File: config.mk
export PLATFORM = sky130hd
export DESIGN_NAME = bvp_div
export DESIGN_NICKNAME = d
export VERILOG_FILES = /design/src/sv/boris_velocity_push_core_macros.svh /design/src/sv/bvp_pkg.sv /design/src/sv/bvp_div.sv
export SDC_FILE = /design/constraint.sdc
export NUM_CORES = 2
export LEC_CHECK = 0
export ABC_AREA = 1
export BUFFER_PORTS_ARGS = -buffer_cell sky130_fd_sc_hd__buf_2
export CAP_MARGIN = 0
export CORE_UTILIZATION = 55
export CTS_CLUSTER_DIAMETER = 100
export DETAILED_ROUTE_END_ITERATION = 8
export MAX_ROUTING_LAYER = met4
export PLACE_DENSITY_LB_ADDON = 0.08
export SYNTH_ARGS = -nofsm -noshare
export SYNTH_HDL_FRONTEND = slang
export SYNTH_SLANG_ARGS = --single-unit
export TNS_END_PERCENT = 100
File: constraint.sdc
create_clock -name clock -period 2.5 [get_ports clock]
set_clock_uncertainty 0.2 [all_clocks]
set_input_delay 0.5 -clock clock [delete_from_list [all_inputs] [get_ports clock]]
set_output_delay 0.5 -clock clock [all_outputs]
set_load 0.02 [all_outputs]
File: src/sv/boris_velocity_push_core_macros.svh
// ----------------------------------------------------------------------------
// boris_velocity_push_core_macros
// Assertion macros used by the velocity push core RTL.
// ----------------------------------------------------------------------------
`ifndef BORIS_VELOCITY_PUSH_CORE_MACROS_SVH
`define BORIS_VELOCITY_PUSH_CORE_MACROS_SVH

// Same-cycle implication, disabled while reset is high.
`define BVP_ASSERT_NOW(lbl, ante, cons, msg) \
   lbl: assert property (@(posedge clock) disable iff (reset) (ante) |-> (cons)) \
      else $error(msg);

// Next-cycle implication, disabled while reset is high.
`define BVP_ASSERT_NEXT(lbl, ante, cons, msg) \
   lbl: assert property (@(posedge clock) disable iff (reset) (ante) |=> (cons)) \
      else $error(msg);

`endif

File: src/sv/bvp_pkg.sv
// ----------------------------------------------------------------------------
// bvp_pkg
// Types, constants and fixed-point helpers of the Boris velocity push.
// ----------------------------------------------------------------------------
package bvp_pkg;

   localparam int DATA_WIDTH = 32;
   localparam int FRAC_BITS  = 16;
   localparam int PROD_W     = 2 * DATA_WIDTH;
   localparam int CSR_IDX_W  = 1;

   localparam logic [CSR_IDX_W-1:0] CSR_Q_OVER_M  = 1'd0;
   localparam logic [CSR_IDX_W-1:0] CSR_TIME_STEP = 1'd1;

   localparam logic [1:0] KIND_FULL = 2'd0;
   localparam logic [1:0] KIND_INIT = 2'd1;
   localparam logic [1:0] KIND_SYNC = 2'd2;

   // Divider: den = 1.0 + |t|^2, quotient of 2^(2F+1) + den/2 never exceeds 2^(F+1).
   localparam int DEN_W      = DATA_WIDTH + 1;
   localparam int NUM_W      = 2 * FRAC_BITS + 2;
   localparam int QUO_BITS   = FRAC_BITS + 2;
   localparam int CMP_W      = DEN_W + QUO_BITS;
   localparam int DIV_STAGES = QUO_BITS;

   // Pipeline stage numbering.
   localparam int ST_H    = 0;
   localparam int ST_KICK = 1;
   localparam int ST_PROD = 2;
   localparam int ST_DEN  = 3;
   localparam int ST_DIV0 = 4;
   localparam int ST_S    = ST_DIV0 + DIV_STAGES;
   localparam int ST_ROT  = ST_S + 1;
   localparam int ST_OUT  = ST_ROT + 1;
   localparam int NSTG    = ST_OUT + 1;

   typedef logic signed [DATA_WIDTH-1:0] word_type;
   typedef word_type [2:0] vec_type;
   typedef logic [DEN_W-1:0] den_type;
   typedef logic [QUO_BITS-1:0] quo_type;

   localparam quo_type QUO_MAX = quo_type'(1) << (FRAC_BITS + 1);

   typedef struct packed {
      vec_type vm;
      vec_type t;
      vec_type eh;
      vec_type vp;
   } side_type;

   localparam logic signed [PROD_W-1:0] VMAX = PROD_W'((64'd1 << (DATA_WIDTH - 1)) - 64'd1);
   localparam word_type WMAX = {1'b0, {(DATA_WIDTH-1){1'b1}}};
   localparam word_type WMIN = {1'b1, {(DATA_WIDTH-1){1'b0}}};

   function automatic word_type sat_add(input word_type a, input word_type b);
      logic signed [DATA_WIDTH:0] s;
      s = {a[DATA_WIDTH-1], a} + {b[DATA_WIDTH-1], b};
      if (s[DATA_WIDTH] != s[DATA_WIDTH-1]) begin
         return s[DATA_WIDTH] ? WMIN : WMAX;
      end
      return s[DATA_WIDTH-1:0];
   endfunction

   function automatic word_type sat_sub(input word_type a, input word_type b);
      logic signed [DATA_WIDTH:0] s;
      s = {a[DATA_WIDTH-1], a} - {b[DATA_WIDTH-1], b};
      if (s[DATA_WIDTH] != s[DATA_WIDTH-1]) begin
         return s[DATA_WIDTH] ? WMIN : WMAX;
      end
      return s[DATA_WIDTH-1:0];
   endfunction

   // Exact product, magnitude rounded half away from zero, then saturated.
   function automatic word_type mulsh(input word_type a, input word_type b,
                                      input int unsigned sh);
      logic signed [PROD_W-1:0] p;
      logic [PROD_W-1:0] mag;
      logic [PROD_W-1:0] r;
      logic neg;
      p   = PROD_W'(a) * PROD_W'(b);
      neg = a[DATA_WIDTH-1] ^ b[DATA_WIDTH-1];
      mag = p[PROD_W-1] ? PROD_W'(-p) : PROD_W'(p);
      r   = (mag + (PROD_W'(1) << (sh - 1))) >> sh;
      if (r > VMAX) begin
         return neg ? WMIN : WMAX;
      end
      return neg ? word_type'(-r[DATA_WIDTH-1:0]) : word_type'(r[DATA_WIDTH-1:0]);
   endfunction

   function automatic word_type qmul(input word_type a, input word_type b);
      return mulsh(a, b, FRAC_BITS);
   endfunction

endpackage

File: src/sv/bvp_div.sv
// ----------------------------------------------------------------------------
// bvp_div
// Pipelined restoring divider for f = (2^(2F+1) + den/2) / den, one bit a stage.
// ----------------------------------------------------------------------------
module bvp_div (
   input  logic                                clock,
   input  logic [bvp_pkg::DIV_STAGES-1:0]      en,
   input  bvp_pkg::den_type                    den,
   output bvp_pkg::quo_type                    quo
);
   import bvp_pkg::*;

   logic [NUM_W-1:0] rem_ff [DIV_STAGES];
   den_type          den_ff [DIV_STAGES];
   quo_type          quo_ff [DIV_STAGES];

   logic [NUM_W-1:0] num_in;
   assign num_in = (NUM_W'(1) << (2 * FRAC_BITS + 1)) + NUM_W'(den >> 1);

   for (genvar k = 0; k < DIV_STAGES; k++) begin : g_stage
      localparam int BIT = DIV_STAGES - 1 - k;
      logic [NUM_W-1:0] rem_src;
      den_type          den_src;
      quo_type          quo_src;
      logic [CMP_W-1:0] dsh;
      logic             take;
      logic [NUM_W-1:0] rem_in;
      quo_type          quo_in;

      if (k == 0) begin : g_first
         assign rem_src = num_in;
         assign den_src = den;
         assign quo_src = '0;
      end else begin : g_next
         assign rem_src = rem_ff[k-1];
         assign den_src = den_ff[k-1];
         assign quo_src = quo_ff[k-1];
      end

      always_comb begin
         dsh    = CMP_W'(den_src) << BIT;
         take   = CMP_W'(rem_src) >= dsh;
         rem_in = take ? NUM_W'(CMP_W'(rem_src) - dsh) : rem_src;
         quo_in = quo_src;
         quo_in[BIT] = take;
      end

      always_ff @(posedge clock) begin
         if (en[k]) begin
            rem_ff[k] <= rem_in;
            den_ff[k] <= den_src;
            quo_ff[k] <= quo_in;
         end
      end
   end

   assign quo = quo_ff[DIV_STAGES-1];

endmodule

[Word-level counts from Yosys, hierarchy flattened]
Memory sizes are Yosys's and may differ from the RTL's.
Cells that the tools add are included.
Storage, ports and cells
  memory bits (writable): 1530
  input bits: 52
  memories kept: 3
  flip-flop bits (word level): 0
  output and inout bits: 18
Memories
  rem_ff: depth 18, width 34, rd ports 17, clocked after Yosys merged registers in 0, write ports 18, RTL line bvp_div.sv:13  | logic [NUM_W-1:0] rem_ff [DIV_STAGES];
  den_ff: depth 18, width 33, rd ports 17, clocked after Yosys merged registers in 0, write ports 18, RTL line bvp_div.sv:14  | den_type den_ff [DIV_STAGES];
  quo_ff: depth 18, width 18, rd ports 18, clocked after Yosys merged registers in 0, write ports 18, RTL line bvp_div.sv:15  | quo_type quo_ff [DIV_STAGES];
Operators by class
  magnitude comparators: 18
  add/sub/neg operators: 19
  muxes and demuxes: 54
Operator list (number)
  $mux 34: 18
  $sub 34x34->34: 17
  $ge 34x50->1: 1
  $ge 34x49->1: 1
  $ge 34x48->1: 1
  $ge 34x47->1: 1
  $ge 34x46->1: 1
  $ge 34x45->1: 1
  $ge 34x44->1: 1
  $ge 34x43->1: 1
  $ge 34x42->1: 1
  $ge 34x41->1: 1
  $ge 34x40->1: 1
  $ge 34x39->1: 1
  $ge 34x38->1: 1
  $ge 34x37->1: 1
  $ge 34x36->1: 1
  $mux 1: 36
  $ge 34x35->1: 1
  $add 34x32->34 const A: 1
  $ge 34x33->1: 1
  $ge 34x34->1: 1
  $sub 34x33->34: 1

[Longest topological paths before layout]
  depth in word-level cells: 3
  mapped depth: 16

[Least setup slack after synthesis]
Ideal clock, no wire load.
  kind: input-to-reg
  start: input port den[18]
  end: memory rem_ff[0][31] in the netlist's numbering (data pin)
  slack: 0.118 ns
  stages on the path: 11
  buffers on the path: 0
  setup time: 0.252 ns
  required time: 2.048 ns
  arrival: 1.930 ns
  cells stage by stage: inv_1 ha_1 fa_1 o21ai_0 nand3_1 nand2_1 nand3_1 nand3_1 nand2_1 nand2_1 nand2_1
RTL lines
  from (decl): RTL line bvp_div.sv:8  | input bvp_pkg::den_type den,
  to (decl): RTL line bvp_div.sv:13

==> metrics <==
share of cells above drive strength 1 between 30% and 40%; Longest Clk Path Bufs 3; Mapped Nets just under 10,000; combinational power share 27.3%; Total Wirelength 257,200 µm; Die Footprint around 140,000 µm²; Final WS setup -0.1853 ns; vias in the first global route 65,660; internal power about 41 mW; 1st-iter DRT viols approximately 7,100; P per Cell Area between 500 and 600 nW/µm²; DR WL/cell between 15 and 20 µm; hold path depth 1; Worst setup EP type flop; worst vdd ir between 600 and 700 µV; final core occ around 78%; Worst-Skew Late Latency about 0.77 ns; initial antenna violation count 7; CTS tree done; Fillers 8,830; Initial Util between 50% and 60%; hpwl dp about 190,000 µm; TritonRoute pass-1 iters 8; origin of the critical flop-to-flop path den_ff[12][23]; Cell variety after synth 50; Period minus WS final between 2 and 3 ns; global-route total usage across every layer between 30% and 40%; Flop pwr share between 40 and 50%; most frequent cells in the layout nand2_1, buf_4, inv_1, edfxtp_1, nor2_1; first-pass GRT wire length around 370,000 µm; Sw Pwr 18.46 mW; FFs w/ async S/R, synth 0%; area of the core between 100,000 and 150,000 µm²; Hold Path Sink den_ff[16][27]; clk sinks approximately 1,200; RSZ-0062 raised after global routing yes; DP Area around 86,000 µm²; critical path peak fanout 6; R2R Setup Slk -0.19 ns; cell count of the worst reg-to-reg path 15; die height between 300 and 400 µm; clock group share of total power 32.5%; Main synth FF type edfxtp_1; RD Place Congestion roughly 1; fmax ~370 MHz; Crit path required time ~2.8 ns; Sw Ratio a little under a third; Final nets about 12,000; # DRC 0; Vias/cell ~5.5; failing checks negative setup slack; Area Overhead vs Synth 40.13%; maxcap violations 0; Startpoint Class flop; Post-synth EDFFs around 1,200; Netlist Area Pre-Place 73,450 µm²; Avg Inst Size Synth 8.093 µm²; largest net degree at the start of global routing 60; cell total after placement between 10,000 and 15,000; min-delay src en[16]; total number of vias 70,750; Setup TNS -8.708 ns; Antenna Nets Post-Route 0; crit path from den_ff[12][23]; TritonCTS Buffers around 120; sequential area share after synthesis between 40% and 50%; crit path kind flop to flop; most common cell after layout, fill and taps aside nand2_1; Hold Path Class input pin to flop; Clock transition at path regs around 0.06 ns; io pins 70; Slew Limit Fails 0; Critical Path AT about 3 ns; Port Buffers between 60 and 70; Ys Warns 0; crit share post-route 107.4%; Worst-Margin Slew roughly 0.63 ns; Max H-tree Level 3; Synth Instances approximately 9,100; run status finished, violations left; Leakage a little under 50 nW; Die X around 370 µm; fin area ~100,000 µm²; grt ovf 0; final setup vio count approximately 140; Root Buffer clkbuf_16; Fin. Hold Viols 0; relative slew slack 58.06%; Finished Layout Cells between 10,000 and 15,000; Site Rows 133; worst r2r dst rem_ff[13][16]; #FFs+latches synth ~1,200; total power approximately 60 mW
==> area by class of cell <==
cell class                      count  area (µm²)  area share (%)
Antenna cell                        3       7.507        0.007294
Clock buffer                      131        3065           2.978
Multi-Input combinational cell   6225       39670           38.55
Inverter                         1612        6101           5.927
Timing Repair inverter              4       42.54         0.04133
Tap cell                         1755        2196           2.133
Clock inverter                     98        1187           1.154
Timing Repair Buffer             1945       15910           15.46
Sequential cell                  1157       34740           33.76
==> metal layers <==
metal | GRT usage (%) | routed length (µm) | share of wire (%)
met5 | - | 0 | 0
met4 | 13.85 | 12850 | 5.0
met3 | 4.630 | 20510 | 8.0
met2 | 56.92 | 120400 | 47
met1 | 47.22 | 103400 | 40
==> registers in the layout, indices dropped and copies added, names as in the netlist <==
| register | flops |
|---|---|
| den_ff | 551 |
| rem_ff | 435 |
| quo_ff | 171 |
==> worst max-delay path by stage <==
stage               slack [ns]        endpoint  cells after the start
CTS                      -0.12   rem_ff[14][3]                     15
floorplan                 0.12   rem_ff[0][31]                     11
finish                   -0.19  rem_ff[13][16]                     15
global route             -0.30  rem_ff[13][16]                     15
detailed placement       -0.31  rem_ff[10][32]                     11
global placement         -0.30  rem_ff[10][31]                     11
==> timing repair <==
| item | in CTS | in global routing |
|---|---|---|
| buffers inserted | 173 | 259 |
| pin swaps | 124 | 353 |
| endpoints found under the hold margin | 173 | 0 |
| cloned | 17 | 19 |
| gates resized for setup | 481 | 1286 |
| setup endpoints to repair | 381 | 420 |
| hold buffers | 41 | 0 |
==> cell usage after synthesis, types with 2 or more instances <==
master	number	area, µm²
a21o_1	18	135.1
a21oi_1	354	1772
a21oi_2	6	52.55
a31oi_1	5	31.28
and2_1	18	112.6
and3_1	4	25.02
buf_2	43	215.2
buf_4	27	202.7
buf_6	18	202.7
edfxtp_1	1157	34740
fa_1	17	340.3
ha_1	456	5705
inv_1	1608	6036
inv_2	4	15.01
nand2_1	3213	12060
nand2_2	28	175.2
nand2_4	8	90.09
nand3_1	596	2983
nand3_2	16	160.2
nand3_4	3	52.55
nand3b_1	131	983.4
nand4_1	120	750.7
nor2_1	630	2365
nor2_2	23	143.9
nor2_4	4	45.04
nor3_1	84	420.4
nor3_2	4	40.04
nor3b_1	3	22.52
nor4_1	27	168.9
o211ai_1	2	15.01
o21a_1	17	127.6
o21ai_0	105	525.5
o21ai_1	18	90.09
o21bai_1	58	435.4
or2_1	3	18.77
or2_2	5	31.28
xnor2_1	69	604.3
xor2_1	162	1419
==> cells by family after synthesis <==
| family | Yosys count | share of synthesized area [%] |
|---|---|---|
| flip-flops | 1157 | 47.30 |
| XOR/XNOR | 231 | 2.754 |
| AO/OA/AOI/OAI | 586 | 4.380 |
| buffers and inverters | 1703 | 9.113 |
| AND/OR/NAND/NOR | 4926 | 28.22 |
| adder cells (fa/ha/maj) | 473 | 8.231 |
==> per-stage QoR <==
| step | worst slack [ns] | hold WS [ns] |
|---|---|---|
| after CTS | -0.1204 | 0.003916 |
| after global routing | -0.3025 | 0.009723 |
| final | -0.1853 | 0.04732 |
| after floorplan | 0.1182 | 0.2003 |
| after global placement | -0.2993 | 0.2005 |
| after detailed placement | -0.3064 | 0.2045 |
==> power groups by stage <==
stage | Combinational (mW) | Sequential, mW | Clock [mW]
finish | 16.3 | 24.1 | 19.4
global route | 17.7 | 24.1 | 20.3
CTS | 13.8 | 23.9 | 19.5
detailed placement | 12.8 | 24.3 | 0
global placement | 12.6 | 24.3 | 0
floorplan | 7.25 | 23.7 | 0
==> critical path, cell delays in order, from the launching register on <==
cell and delay (ns):
edfxtp_1 0.56, inv_1 0.14, ha_4 0.26, nand2_1 0.09
inv_1 0.06, nand2_1 0.07, nand2_2 0.08, inv_2 0.06
nand2_2 0.06, nand2_2 0.07, nand3_2 0.09, nor2_4 0.19
nand2_4 0.14, clkbuf_16 0.20, nand2_1 0.07, nand2_1 0.06
(Power assumes the default switching activity.)
